`config.mk`:
```
export PLATFORM = sky130hd
export DESIGN_NAME = buffer_pool_manager
export DESIGN_NICKNAME = d
export VERILOG_FILES = /design/src/hdl/bpm_pkg.sv /design/src/hdl/buffer_pool_manager.sv /design/src/hdl/bpm_ram.sv /design/src/hdl/bpm_ctrl.sv /design/src/hdl/bpm_datapath.sv
export SDC_FILE = /design/constraint.sdc
export NUM_CORES = 1
export LEC_CHECK = 0
export BUFFER_PORTS_ARGS = -buffer_cell sky130_fd_sc_hd__buf_2
export CORE_UTILIZATION = 60
export CTS_CLUSTER_SIZE = 20
export DETAILED_ROUTE_END_ITERATION = 16
export GPL_TIMING_DRIVEN = 0
export PLACE_DENSITY = 0.8
export SYNTH_ARGS = -nofsm -noshare
export SYNTH_HDL_FRONTEND = slang
export SYNTH_SLANG_ARGS = --single-unit
```
`constraint.sdc`:
```
create_clock -name i_clk -period 5.8 [get_ports i_clk]
set_input_delay 0.29 -clock i_clk [delete_from_list [all_inputs] [get_ports i_clk]]
set_output_delay 0.29 -clock i_clk [all_outputs]
set_load 0.005 [all_outputs]
```
`src/hdl/bpm_pkg.sv`:
```
// Shared types, codes and constants of the buffer pool manager.
package bpm_pkg;

    localparam int DATA_W      = 16;
    localparam int ID_FIELD_W  = 4;
    localparam int ACTION_W    = 3;
    localparam int STATUS_W    = 2;
    localparam int PADDR_W     = 3;
    localparam int PDATA_W     = 32;

    localparam logic [DATA_W-1:0]  BUFFER_SIZE_RESET = 16'd2048;
    localparam logic [PADDR_W-1:0] ADDR_BUFFER_SIZE  = 3'd0;

    localparam logic [ACTION_W-1:0] ACT_ALLOC   = 3'd0;
    localparam logic [ACTION_W-1:0] ACT_FREE    = 3'd1;
    localparam logic [ACTION_W-1:0] ACT_RESET   = 3'd2;
    localparam logic [ACTION_W-1:0] ACT_PREPEND = 3'd3;
    localparam logic [ACTION_W-1:0] ACT_CONSUME = 3'd4;

    localparam logic [STATUS_W-1:0] ST_OK     = 2'd0;
    localparam logic [STATUS_W-1:0] ST_EMPTY  = 2'd1;
    localparam logic [STATUS_W-1:0] ST_DOUBLE = 2'd2;
    localparam logic [STATUS_W-1:0] ST_LIMIT  = 2'd3;

    // Per-buffer record held in the record memory.
    typedef struct packed {
        logic              in_use;
        logic [DATA_W-1:0] offset;
        logic [DATA_W-1:0] length;
    } t_record;

    // Commands from the controller to the datapath.
    typedef struct packed {
        logic clear_step;
        logic accept;
        logic commit;
    } t_ctrl_cmd;

    // Status from the datapath to the controller.
    typedef struct packed {
        logic clear_last;
        logic out_ready;
    } t_dp_status;

endpackage

```
`src/hdl/buffer_pool_manager.sv`:
```
// Top level of the buffer pool manager: controller, datapath and APB register port.
//
// A pool of NUM_BUFFERS packet buffers, handed out from a last-in first-out
// stack of free buffer numbers. Each request on the input channel carries an
// action (allocate, free, reset offset, prepend, consume), a buffer number and
// an amount, and produces exactly one result on the output channel: the
// buffer acted on, a status, its head offset, data length, remaining room
// and whether the pool is exhausted.
// Both channels use valid and stall. A request is taken when i_in_valid is
// high and o_in_stall is low; a result is taken when o_out_valid is high and
// i_out_stall is low.
// A request is handled in order: the free stack and the buffer record are
// read from their memories, then updated, and the result register is
// loaded. A new request is taken only after the last one has loaded the
// result register.
// When the receiver stalls, the result register holds its result and the
// next request is still accepted and read; it waits before committing until
// the result register is empty or its result is being taken.
// After reset a clearing pass refills the free stack and zeroes every buffer
// record; no request is taken during it, while the buffer_size register
// (byte address 0, reset 2048) can be written at any time.
module buffer_pool_manager
    import bpm_pkg::*;
#(
    parameter int NUM_BUFFERS = 16
) (
    input  logic                  i_clk,
    input  logic                  i_rst_n,
    // Request channel.
    input  logic                  i_in_valid,
    output logic                  o_in_stall,
    input  logic [ACTION_W-1:0]   i_action,
    input  logic [ID_FIELD_W-1:0] i_buffer_id,
    input  logic [DATA_W-1:0]     i_amount,
    // Result channel.
    output logic                  o_out_valid,
    input  logic                  i_out_stall,
    output logic [ID_FIELD_W-1:0] o_result_buffer,
    output logic [STATUS_W-1:0]   o_status,
    output logic [DATA_W-1:0]     o_head_offset,
    output logic [DATA_W-1:0]     o_data_length,
    output logic [DATA_W-1:0]     o_room,
    output logic                  o_pool_exhausted,
    // Configuration port.
    input  logic                  psel,
    input  logic                  penable,
    input  logic                  pwrite,
    input  logic [PADDR_W-1:0]    paddr,
    input  logic [PDATA_W-1:0]    pwdata,
    output logic [PDATA_W-1:0]    prdata,
    output logic                  pready
);

    t_ctrl_cmd  cmd;
    t_dp_status dp_status;
    logic       cfg_wr;

    // The port never inserts wait states, so a write lands in its access cycle.
    assign pready = 1'b1;
    assign cfg_wr = psel && penable && pwrite && pready;

    bpm_ctrl u_ctrl (
        .i_clk      (i_clk),
        .i_rst_n    (i_rst_n),
        .i_in_valid (i_in_valid),
        .o_in_stall (o_in_stall),
        .i_status   (dp_status),
        .o_cmd      (cmd)
    );

    bpm_datapath #(
        .NUM_BUFFERS (NUM_BUFFERS)
    ) u_datapath (
        .i_clk            (i_clk),
        .i_rst_n          (i_rst_n),
        .i_cmd            (cmd),
        .o_status_dp      (dp_status),
        .i_action         (i_action),
        .i_buffer_id      (i_buffer_id),
        .i_amount         (i_amount),
        .i_cfg_wr         (cfg_wr),
        .i_cfg_addr       (paddr),
        .i_cfg_wdata      (pwdata),
        .o_cfg_rdata      (prdata),
        .i_out_stall      (i_out_stall),
        .o_out_valid      (o_out_valid),
        .o_result_buffer  (o_result_buffer),
        .o_status         (o_status),
        .o_head_offset    (o_head_offset),
        .o_data_length    (o_data_length),
        .o_room           (o_room),
        .o_pool_exhausted (o_pool_exhausted)
    );

endmodule

```
`src/hdl/bpm_ram.sv`:
```
// Generic single-write, single-read memory with registered read data.
module bpm_ram #(
    parameter int WIDTH = 8,
    parameter int DEPTH = 16
) (
    input  logic                     i_clk,
    input  logic                     i_wr_en,
    input  logic [$clog2(DEPTH)-1:0] i_wr_addr,
    input  logic [WIDTH-1:0]         i_wr_data,
    input  logic                     i_rd_en,
    input  logic [$clog2(DEPTH)-1:0] i_rd_addr,
    output logic [WIDTH-1:0]         o_rd_data
);

    logic [WIDTH-1:0] r_mem [DEPTH];
    logic [WIDTH-1:0] r_rd_data;

    always_ff @(posedge i_clk) begin
        if (i_wr_en) begin
            r_mem[i_wr_addr] <= i_wr_data;
        end
        if (i_rd_en) begin
            r_rd_data <= r_mem[i_rd_addr];
        end
    end

    assign o_rd_data = r_rd_data;

endmodule

```
`src/hdl/bpm_ctrl.sv`:
```
// Controller state machine: clearing pass, request acceptance and commit.
module bpm_ctrl
    import bpm_pkg::*;
(
    input  logic       i_clk,
    input  logic       i_rst_n,
    input  logic       i_in_valid,
    output logic       o_in_stall,
    input  t_dp_status i_status,
    output t_ctrl_cmd  o_cmd
);

    localparam logic [1:0] S_CLEAR = 2'd0;
    localparam logic [1:0] S_IDLE  = 2'd1;
    localparam logic [1:0] S_EXEC  = 2'd2;

    logic [1:0] r_state;
    logic [1:0] n_state;

    always_comb begin
        n_state = r_state;
        case (r_state)
            S_CLEAR: begin
                if (i_status.clear_last) n_state = S_IDLE;
            end
            S_IDLE: begin
                if (i_in_valid) n_state = S_EXEC;
            end
            S_EXEC: begin
                if (i_status.out_ready) n_state = S_IDLE;
            end
            default: begin
                n_state = S_CLEAR;
            end
        endcase
    end

    always_ff @(posedge i_clk) begin
        if (!i_rst_n) begin
            r_state <= S_CLEAR;
        end else begin
            r_state <= n_state;
        end
    end

    assign o_in_stall       = (r_state != S_IDLE);
    assign o_cmd.clear_step = (r_state == S_CLEAR);
    assign o_cmd.accept     = (r_state == S_IDLE) && i_in_valid;
    assign o_cmd.commit     = (r_state == S_EXEC) && i_status.out_ready;

endmodule

```
`src/hdl/bpm_datapath.sv`:
```
// Datapath: configuration register, free stack, buffer records and result register.
module bpm_datapath
    import bpm_pkg::*;
#(
    parameter int NUM_BUFFERS = 16
) (
    input  logic                  i_clk,
    input  logic                  i_rst_n,
    input  t_ctrl_cmd             i_cmd,
    output t_dp_status            o_status_dp,
    input  logic [ACTION_W-1:0]   i_action,
    input  logic [ID_FIELD_W-1:0] i_buffer_id,
    input  logic [DATA_W-1:0]     i_amount,
    input  logic                  i_cfg_wr,
    input  logic [PADDR_W-1:0]    i_cfg_addr,
    input  logic [PDATA_W-1:0]    i_cfg_wdata,
    output logic [PDATA_W-1:0]    o_cfg_rdata,
    input  logic                  i_out_stall,
    output logic                  o_out_valid,
    output logic [ID_FIELD_W-1:0] o_result_buffer,
    output logic [STATUS_W-1:0]   o_status,
    output logic [DATA_W-1:0]     o_head_offset,
    output logic [DATA_W-1:0]     o_data_length,
    output logic [DATA_W-1:0]     o_room,
    output logic                  o_pool_exhausted
);

    localparam int ID_W  = $clog2(NUM_BUFFERS);
    localparam int CNT_W = $clog2(NUM_BUFFERS + 1);
    localparam int EXT_W = ID_W + ID_FIELD_W;
    localparam int REC_W = $bits(t_record);

    // Configuration register.
    logic [DATA_W-1:0] r_buffer_size;

    always_ff @(posedge i_clk) begin
        if (!i_rst_n) begin
            r_buffer_size <= BUFFER_SIZE_RESET;
        end else if (i_cfg_wr && (i_cfg_addr == ADDR_BUFFER_SIZE)) begin
            r_buffer_size <= i_cfg_wdata[DATA_W-1:0];
        end
    end

    assign o_cfg_rdata = (i_cfg_addr == ADDR_BUFFER_SIZE) ?
                         {{(PDATA_W-DATA_W){1'b0}}, r_buffer_size} : '0;

    // Control registers.
    logic [CNT_W-1:0] r_free_count;
    logic [CNT_W-1:0] n_free_count;
    logic [ID_W-1:0]  r_clr_cnt;
    logic             r_out_valid;

    // Latched request.
    logic [ACTION_W-1:0]   r_action;
    logic [ID_FIELD_W-1:0] r_id;
    logic [DATA_W-1:0]     r_amount;

    // Memory ports.
    logic             stk_wen;
    logic [ID_W-1:0]  stk_waddr;
    logic [ID_W-1:0]  stk_wdata;
    logic [ID_W-1:0]  stk_raddr;
    logic [ID_W-1:0]  stk_rdata;
    logic             rec_wen;
    logic [ID_W-1:0]  rec_waddr;
    logic [REC_W-1:0] rec_wdata;
    logic [ID_W-1:0]  rec_raddr;
    logic [REC_W-1:0] rec_rdata;

    logic [CNT_W-1:0] fc_m1;
    logic [EXT_W-1:0] in_id_ext;

    assign fc_m1     = r_free_count - CNT_W'(1);
    assign in_id_ext = {{ID_W{1'b0}}, i_buffer_id};
    assign stk_raddr = fc_m1[ID_W-1:0];
    assign rec_raddr = in_id_ext[ID_W-1:0];

    bpm_ram #(
        .WIDTH (ID_W),
        .DEPTH (NUM_BUFFERS)
    ) u_stack_ram (
        .i_clk     (i_clk),
        .i_wr_en   (stk_wen),
        .i_wr_addr (stk_waddr),
        .i_wr_data (stk_wdata),
        .i_rd_en   (i_cmd.accept),
        .i_rd_addr (stk_raddr),
        .o_rd_data (stk_rdata)
    );

    bpm_ram #(
        .WIDTH (REC_W),
        .DEPTH (NUM_BUFFERS)
    ) u_record_ram (
        .i_clk     (i_clk),
        .i_wr_en   (rec_wen),
        .i_wr_addr (rec_waddr),
        .i_wr_data (rec_wdata),
        .i_rd_en   (i_cmd.accept),
        .i_rd_addr (rec_raddr),
        .o_rd_data (rec_rdata)
    );

    // Execute-cycle evaluation of the latched request.
    t_record               rec;
    logic [EXT_W-1:0]      id_ext;
    logic                  id_ok;
    logic [EXT_W-1:0]      pop_ext;
    logic [ID_W-1:0]       pop_id;
    logic [STATUS_W-1:0]   n_stat;
    logic [ID_FIELD_W-1:0] n_buf;
    logic                  n_use;
    logic [DATA_W-1:0]     n_ofs;
    logic [DATA_W-1:0]     n_len;
    logic                  report;
    logic                  do_rec_wr;
    logic [ID_W-1:0]       tgt_addr;
    logic                  do_push;
    logic [DATA_W-1:0]     n_room;

    always_comb begin
        rec       = t_record'(rec_rdata);
        id_ext    = {{ID_W{1'b0}}, r_id};
        id_ok     = (id_ext < EXT_W'(NUM_BUFFERS));
        pop_ext   = {{ID_FIELD_W{1'b0}}, stk_rdata};
        pop_id    = (pop_ext < EXT_W'(NUM_BUFFERS)) ? stk_rdata : '0;
        n_stat    = ST_OK;
        n_buf     = r_id;
        n_use     = rec.in_use;
        n_ofs     = rec.offset;
        n_len     = rec.length;
        report    = 1'b1;
        do_rec_wr = 1'b0;
        do_push   = 1'b0;
        tgt_addr  = id_ext[ID_W-1:0];
        n_free_count = r_free_count;

        if (r_action == ACT_ALLOC) begin
            if (r_free_count == '0) begin
                n_stat = ST_EMPTY;
                n_buf  = '0;
                report = 1'b0;
            end else begin
                pop_ext      = {{ID_FIELD_W{1'b0}}, pop_id};
                n_buf        = pop_ext[ID_FIELD_W-1:0];
                n_free_count = fc_m1;
                tgt_addr     = pop_id;
                n_use        = 1'b1;
                n_ofs        = '0;
                n_len        = '0;
                do_rec_wr    = 1'b1;
                if (r_amount > r_buffer_size) n_stat = ST_LIMIT;
            end
        end else if (!id_ok) begin
            n_stat = ST_LIMIT;
            report = 1'b0;
        end else begin
            case (r_action)
                ACT_FREE: begin
                    if (!rec.in_use) begin
                        n_stat = ST_DOUBLE;
                    end else begin
                        n_use     = 1'b0;
                        do_rec_wr = 1'b1;
                        if (r_free_count < CNT_W'(NUM_BUFFERS)) begin
                            do_push      = 1'b1;
                            n_free_count = r_free_count + CNT_W'(1);
                        end
                    end
                end
                ACT_RESET: begin
                    if (r_amount >= r_buffer_size) begin
                        n_stat = ST_LIMIT;
                    end else begin
                        n_ofs     = r_amount;
                        n_len     = '0;
                        do_rec_wr = 1'b1;
                    end
                end
                ACT_PREPEND: begin
                    if (r_amount > rec.offset) begin
                        n_stat = ST_LIMIT;
                    end else begin
                        n_ofs     = rec.offset - r_amount;
                        n_len     = rec.length + r_amount;
                        do_rec_wr = 1'b1;
                    end
                end
                ACT_CONSUME: begin
                    if (r_amount > rec.length) begin
                        n_stat = ST_LIMIT;
                    end else begin
                        n_ofs     = rec.offset + r_amount;
                        n_len     = rec.length - r_amount;
                        do_rec_wr = 1'b1;
                    end
                end
                default: begin
                    n_stat = ST_OK;
                end
            endcase
        end

        n_room = (r_buffer_size > n_ofs) ? (r_buffer_size - n_ofs) : '0;
    end

    // Write ports: the clearing pass owns them until it finishes.
    assign stk_wen   = i_cmd.clear_step || (i_cmd.commit && do_push);
    assign stk_waddr = i_cmd.clear_step ? r_clr_cnt : r_free_count[ID_W-1:0];
    assign stk_wdata = i_cmd.clear_step ? r_clr_cnt : id_ext[ID_W-1:0];
    assign rec_wen   = i_cmd.clear_step || (i_cmd.commit && do_rec_wr);
    assign rec_waddr = i_cmd.clear_step ? r_clr_cnt : tgt_addr;
    assign rec_wdata = i_cmd.clear_step ? '0 : {n_use, n_ofs, n_len};

    always_ff @(posedge i_clk) begin
        if (!i_rst_n) begin
            r_free_count <= CNT_W'(NUM_BUFFERS);
            r_clr_cnt    <= '0;
            r_out_valid  <= 1'b0;
        end else begin
            if (i_cmd.clear_step) r_clr_cnt <= r_clr_cnt + ID_W'(1);
            if (i_cmd.commit) begin
                r_free_count <= n_free_count;
                r_out_valid  <= 1'b1;
            end else if (!i_out_stall) begin
                r_out_valid  <= 1'b0;
            end
        end
    end

    always_ff @(posedge i_clk) begin
        if (i_cmd.accept) begin
            r_action <= i_action;
            r_id     <= i_buffer_id;
            r_amount <= i_amount;
        end
        if (i_cmd.commit) begin
            o_result_buffer  <= n_buf;
            o_status         <= n_stat;
            o_head_offset    <= report ? n_ofs : '0;
            o_data_length    <= report ? n_len : '0;
            o_room           <= report ? n_room : '0;
            o_pool_exhausted <= (n_free_count == '0);
        end
    end

    assign o_out_valid            = r_out_valid;
    assign o_status_dp.clear_last = (r_clr_cnt == ID_W'(NUM_BUFFERS - 1));
    assign o_status_dp.out_ready  = !r_out_valid || !i_out_stall;

endmodule

```
==> results of run 1 <==
==> synth_stat cells, drive strengths merged (12+ instances only) <==
master | number | area (um^2)
nor2b | 19 | 119
a21boi | 23 | 180
and2 | 26 | 165
inv | 75 | 282
ha | 97 | 1210
nand3 | 17 | 85.1
clkbuf | 62 | 233
a221oi | 12 | 118
a22o | 12 | 105
dfxtp | 28 | 561
xnor2 | 21 | 184
o211ai | 14 | 124
a21oi | 92 | 460
buf | 57 | 343
nor3 | 35 | 175
o21ai | 62 | 310
nand2b | 24 | 150
a211oi | 12 | 100
edfxtp | 707 | 21200
mux4 | 185 | 4170
nand2 | 150 | 566
a21o | 17 | 128
and3 | 14 | 87.6
nor2 | 143 | 537
o21a | 14 | 105
==> timing repair <==
action	in CTS	in global routing
gates resized for setup	12	17
hold buffers	40	0
pin swaps	2	7
endpoints found under the hold margin	40	0
setup endpoints to repair	16	16
setup buffers	9	9
==> area by class of cell <==
class	count	share of cell area (%)
clock buffers	84	4.92
well taps	696	2.27
inverters	75	0.733
flip-flops and latches	735	56.8
clock inverters	46	1.21
multi-input cells	1178	28.2
repair buffers	209	4.35
plain buffers	116	1.51
==> metal layers <==
metal  vias up  share of wire, %  wire [um]
li1       8828                 -          -
met1     10700                36      34800
met2      1733                48      47200
met3       304                11      10500
met4         2               5.2       5080
met5         -             0.018         18
==> through the flow <==
step / utilization (%) / power [mW]
6_report: 70.8 / 11.1
5_1_grt: 70.8 / 11.4
4_1_cts: 70.6 / 11.1
3_5_place_dp: 65.3 / 6.49
3_3_place_gp: 64.1 / 6.44
2_1_floorplan: - / 6.29
==> kinds of logic after synthesis <==
group | count (synthesis) | synth area share, %
flops | 735 | 65.6
xor+xnor | 27 | 0.712
simple gates | 475 | 6.64
fa+ha+maj | 102 | 3.95
mux | 193 | 12.8
compound gates | 364 | 7.73
other cells | 2 | 0.0226
buf+inv | 194 | 2.58
==> flip-flops by register name, indices dropped and copies added, names as in the netlist, 5 cells and up <==
register / count
u_datapath.u_record_ram.o_rd_data: 33
u_datapath.r_free_count: 5
u_datapath.u_record_ram.r_mem: 528
u_datapath.o_data_length: 16
u_datapath.o_room: 16
u_datapath.r_amount: 16
u_datapath.r_buffer_size: 16
u_datapath.o_head_offset: 16
u_datapath.u_stack_ram.r_mem: 64
==> worst min path at each step <==
stage                 start                           to  slack (ns)  cells past startpoint
3_5_place_dp   i_amount[11]      u_datapath.r_amount[11]        0.47                      1
5_1_grt             i_rst_n       u_datapath.o_out_valid        0.11                      2
4_1_cts             i_rst_n  u_datapath.r_buffer_size[1]        0.09                      2
6_report            i_rst_n  u_datapath.r_buffer_size[1]        0.11                      2
3_3_place_gp    i_amount[4]       u_datapath.r_amount[4]        0.47                      1
2_1_floorplan   i_action[0]       u_datapath.r_action[0]        0.39                      0
==> power by group through the flow <==
stage,Combinational (mW),Clock [mW],Sequential (mW)
after floorplan,0.289,0,6.00
after global placement,0.428,0,6.01
after detailed placement,0.477,0,6.01
after CTS,0.510,4.74,5.90
after global routing,0.534,4.92,5.90
final,0.515,4.72,5.90
==> critical path, delay by kind of cell, from the launching register on <==
| family | cells | cell delay [ns] |
|---|---|---|
| simple gates | 5 | 1.17 |
| compound gates | 7 | 1.53 |
| fa+ha+maj | 2 | 0.56 |
| buf+inv | 5 | 1.49 |
| flops | 1 | 0.59 |
==> impl_metrics.json, run 1 <==
{
  "ant_nets": 0,
  "worstMarginPinSlew_ns": 1.34,
  "p_sw_mw": 2.45,
  "ir_drop_v": 0.000297,
  "crit_type": "register to register",
  "grt_overflow": 0,
  "vias": 21600,
  "seq_area_frac_synth_pct": 65.6,
  "clk_pin_slew_ns": 0.06,
  "layoutNonFillerInstCount": 3139,
  "ys_warn_count": 0,
  "fin_skew_ns": 0.0291,
  "timing.critical_path.from": "u_datapath.r_amount[9]",
  "max_stage_delay_ns": 0.60,
  "use_met3_pct": 6.53,
  "rr_worst_depth": 19,
  "critical_path_arrival_ns": 6.00,
  "cts_num_sinks": 735,
  "period_needed_ns": 5.63,
  "vias_per_cell": 6.87,
  "hold_viol_final": 0,
  "nFillCells": 3310,
  "dp_hpwl_um": 62700,
  "setup_ws_ns": 0.174,
  "htree_levels": 3,
  "placed_area_um2": 35400,
  "p_int_mw": 8.69,
  "ys_seq_elements": 735,
  "pwr-share-comb_pct": 4.6,
  "pwr-share-clk_pct": 42.4,
  "critical_path.endpoint": "u_datapath.o_room[15]",
  "powerDensity_nw_per_um2": 290,
  "area_growth_pct": 15.5,
  "ys.flop_type": "edfxtp_1",
  "avgRoutedWirePerCell_um": 31.1,
  "grt_most_used_layer": "met2",
  "row_count": 85,
  "crit_chain": "inv_1 -> ha_1 -> a21oi_1 -> o21ai_0 -> or2_2 -> o211ai_1 -> buf_4 -> clkbuf_1 -> o221ai_1 -> a22oi_2 -> a21boi_2 -> ha_1 -> clkbuf_1 -> nand4_1 -> nor4_1 -> a21oi_1 -> nand2_2 -> clkbuf_4 -> nor2_1",
  "synth_edf_count": 707,
  "clock_tree.buffer_depth": 3,
  "use_met2_pct": 57.3,
  "p_sw_share_pct": 22.0,
  "clock_latency_ns": 0.64,
  "regToRegEndpoint": "u_datapath.o_room[15]",
  "grt_pass1_vias": 21200,
  "hold_class": "input pin to register",
  "register_area_um2": 21800,
  "layout_common_cells": "edfxtp_1, mux4_2, nand2_1",
  "wl_um": 97600,
  "gp_congestion": 0.964,
  "drive_above_1_share_pct": 22.8,
  "port_buffers": 120,
  "avgSynthCellArea_um2": 15.9,
  "cp-start-kind": "register",
  "cp_max_fo": 10,
  "antenna_cells": 0,
  "dp_slack_ns": -0.666,
  "syn_inst": 2092,
  "cts-root-buf": "clkbuf_16",
  "rrSetupSlack_ns": 0.17,
  "tns_ns": 0,
  "holdWs_ns": 0.108,
  "cts_made_buffers": 73,
  "synth.distinct_cells": 81,
  "status": "finished, final reports clean",
  "required_ns": 6.17,
  "grt_max_degree": 65,
  "netlist_area_um2": 33200,
  "start_util_pct": 61.3,
  "die_w_um": 237,
  "grtUsageTotal_pct": 35.2,
  "postLayoutCellArea_um2": 38400,
  "cts_tree": "yes",
  "fp.dieArea_um2": 56300,
  "async_flop_share_pct": 0,
  "first_pass_iters": 7,
  "multi_input_area_um2": 10800,
  "drcViolationCount": 0,
  "die_h_um": 237,
  "antenna_found_initial": 2,
  "grt_pass1_wl_um": 141000,
  "num_io_pins": 155,
  "timing.fmax_ghz": 0.178,
  "max_slew_margin_pct": 10.7,
  "r2r_start": "u_datapath.r_amount[9]",
  "core_um2": 54200,
  "final.period_utilization_pct": 97.0,
  "slowest_stage": "clkbuf_1",
  "worst_setup_path_end_kind": "register",
  "power_frac_seq_pct": 53.0,
  "layout_commonest_cell": "edfxtp_1",
  "final_nets": 2555,
  "dp_cells": 2952,
  "max_cap_violations": 0,
  "use_met1_pct": 45.8,
  "finalSetupViolCount": 0,
  "p_leak_nw": 13.1,
  "drtIter0Drc": 2552,
  "slew_viol_final": 0
}
(Power assumes the default switching activity.)
==> inputs of run 2 (changes only) <==
ABC_AREA = 1   (was unset)
CTS_CLUSTER_DIAMETER = 120   (was unset)
==> impl_metrics.json, run 2 <==
{
  "critical_path_arrival_ns": 5.94,
  "placed_area_um2": 37900,
  "final_nets": 3725,
  "status": "finished with violations",
  "synth.distinct_cells": 58,
  "rsz0062_at_grt": "no",
  "period_needed_ns": 5.57,
  "max_slew_margin_pct": 0.892,
  "grt_most_used_layer": "met2",
  "yosysMostFrequentCell": "edfxtp_1",
  "ys_seq_elements": 735,
  "first_pass_iters": 9,
  "cp_max_fo": 10,
  "grt_overflow": 0,
  "syn_inst": 3312,
  "regToRegEndpoint": "u_datapath.o_room[14]",
  "seq_area_frac_synth_pct": 61.2,
  "drtIter0Drc": 3736,
  "slew_viol_final": 0,
  "layout_common_cells": "edfxtp_1, nand2_1, inv_1",
  "cts_num_sinks": 735,
  "yosysTopAreaCell": "edfxtp_1",
  "hold_class": "input pin to register",
  "async_flop_share_pct": 0,
  "wl_um": 107000,
  "grt_pass1_vias": 25300,
  "utilization_pct": 68.2,
  "cp-start-kind": "register",
  "dp_hpwl_um": 77500,
  "synth_commonest_cells": "edfxtp_1, nand2_1, inv_1",
  "layout_commonest_cell": "edfxtp_1",
  "rrSetupSlack_ns": 0.23,
  "failed_checks": "max-capacitance violations",
  "rr_worst_depth": 25,
  "final.period_utilization_pct": 96.0,
  "clk_pin_slew_ns": 0.09,
  "htree_levels": 2,
  "dp_cells": 4233,
  "drive_above_1_share_pct": 9.98,
  "avgSynthCellArea_um2": 10.7,
  "min_from": "i_rst_n",
  "required_ns": 6.17,
  "antenna_found_initial": 2,
  "vias_per_cell": 6.20,
  "worstMarginPinSlew_ns": 1.49,
  "use_met3_pct": 5.54,
  "core_um2": 58100,
  "hold_depth": 3,
  "grt_pass1_wl_um": 155000,
  "tns_ns": 0,
  "area_growth_pct": 11.4,
  "finalSetupViolCount": 0,
  "synth.top_cell.area_share_pct": 59.6,
  "hold_viol_final": 0,
  "regMostFlops": "u_datapath.u_record_ram.r_mem",
  "clock_tree.buffer_depth": 3,
  "synth_area_leaders": "edfxtp_1, nand2_1, inv_1, a21oi_1, mux2i_1",
  "largest_reg_flops": 528,
  "ir_drop_v": 0.000286,
  "use_met2_pct": 57.6,
  "max_cap_violations": 1,
  "timing.fmax_ghz": 0.180,
  "postLayoutCellArea_um2": 39600,
  "netlist_area_um2": 35600,
  "powerDensity_nw_per_um2": 243,
  "clock_latency_ns": 0.64,
  "row_count": 88,
  "cts_tree": "yes",
  "start_util_pct": 61.2,
  "crit_type": "register to register",
  "port_buffers": 120,
  "synth_edf_count": 707,
  "gp_congestion": 0.996,
  "drcViolationCount": 0,
  "layoutNonFillerInstCount": 4333,
  "cts-root-buf": "clkbuf_16",
  "num_io_pins": 155,
  "cts_made_buffers": 43,
  "ys.flop_type": "edfxtp_1",
  "vias": 26900,
  "die_h_um": 246,
  "p_leak_nw": 15.6,
  "fp.dieArea_um2": 60300,
  "worst_setup_path_end_kind": "register",
  "avgRoutedWirePerCell_um": 24.7,
  "grtUsageTotal_pct": 35.3,
  "ant_nets": 0,
  "r2r_start": "u_datapath.r_amount[13]",
  "antenna_cells": 0,
  "use_met1_pct": 45.4,
  "fin_skew_ns": 0.0396,
  "min_to": "u_datapath.r_clr_cnt[3]",
  "grt_max_degree": 36,
  "die_w_um": 246,
  "ys_warn_count": 0
}
==> run 2: worst max path at each step <==
| stage | startpoint | to | depth (start not counted) |
|---|---|---|---|
| after floorplan | u_ctrl.r_state[1] | u_datapath.u_record_ram.r_mem[12][0] | 7 |
| after global placement | u_ctrl.r_state[1] | u_datapath.u_record_ram.r_mem[7][3] | 7 |
| after detailed placement | u_datapath.r_free_count[0] | u_datapath.o_room[9] | 25 |
| after CTS | u_datapath.r_free_count[0] | u_datapath.o_room[14] | 24 |
| after global routing | u_datapath.r_amount[3] | u_datapath.o_room[14] | 25 |
| final | u_datapath.r_amount[13] | u_datapath.o_room[14] | 25 |
==> run 2: critical path: stages (launching register included) <==
cell and delay (ns):
edfxtp_1 0.71, inv_1 0.18, ha_1 0.30, buf_2 0.19, nand2_1 0.10, nand2_1 0.05
nand3_1 0.06, nand2_1 0.08, a21oi_2 0.26, nand2_4 0.14, nand2_4 0.19, buf_2 0.33
o21ai_0 0.15, nor2_1 0.11, nand2_1 0.11, a21boi_0 0.34, ha_1 0.36, a21oi_1 0.16
nand2_1 0.13, a21oi_1 0.13, o21ai_0 0.19, a21oi_1 0.35, o21ai_0 0.12, nand3_1 0.22
buf_2 0.27, nor2_1 0.08
==> run 2: through the flow <==
step                worst slack, ns  hold WS [ns]  total power [mW]
floorplan                    0.0217         0.389              6.32
global placement              -3.44         0.469              6.53
detailed placement           -0.260         0.469              6.57
CTS                          0.0916        0.0356              9.60
global route                 0.0157        0.0981              9.84
finish                        0.232        0.0716              9.62
==> run 2: cells by family (layout without fill, tap and decap cells) <==
group	count (synthesis)	count (layout)	share of synthesized area (%)
compound gates	740	740	11.9
xor+xnor	36	36	0.886
fa+ha+maj	102	102	3.69
buf+inv	586	827	6.71
flops	735	735	61.2
mux	137	137	3.85
other cells	2	17	0.0211
simple gates	974	974	11.7
==> run 2: timing repair <==
item | 4_1_cts | 5_1_grt
gates resized for setup | 1 | 3
hold buffers | 41 | 0
endpoints found under the setup margin | 16 | 16
setup buffers | 0 | 4
hold endpoints to repair | 41 | 0
==> run 2: area by class of cell <==
type                       count  area [um^2]
buffer                       174          843
sequential                   735        21800
clock inverter                 6          128
tap                          765          957
inverter                     411         1550
clock buffer                  49         1100
timing repair buffer         187         1550
multi-input combinational   2006        11700
fill                        4224        18500
==> run 2: where the power goes <==
part           leakage (nW)  internal (mW)  switching [mW]
clock network         0.595           1.42            1.71
logic                  8.57          0.189           0.422
registers              6.41           5.86          0.0245
==> run 2: layer usage <==
metal / part of all wire [%] / vias up
li1: - / 12000
met1: 36 / 12600
met2: 47 / 1904
met3: 12 / 327
met4: 5.7 / 2
met5: 0.012 / -
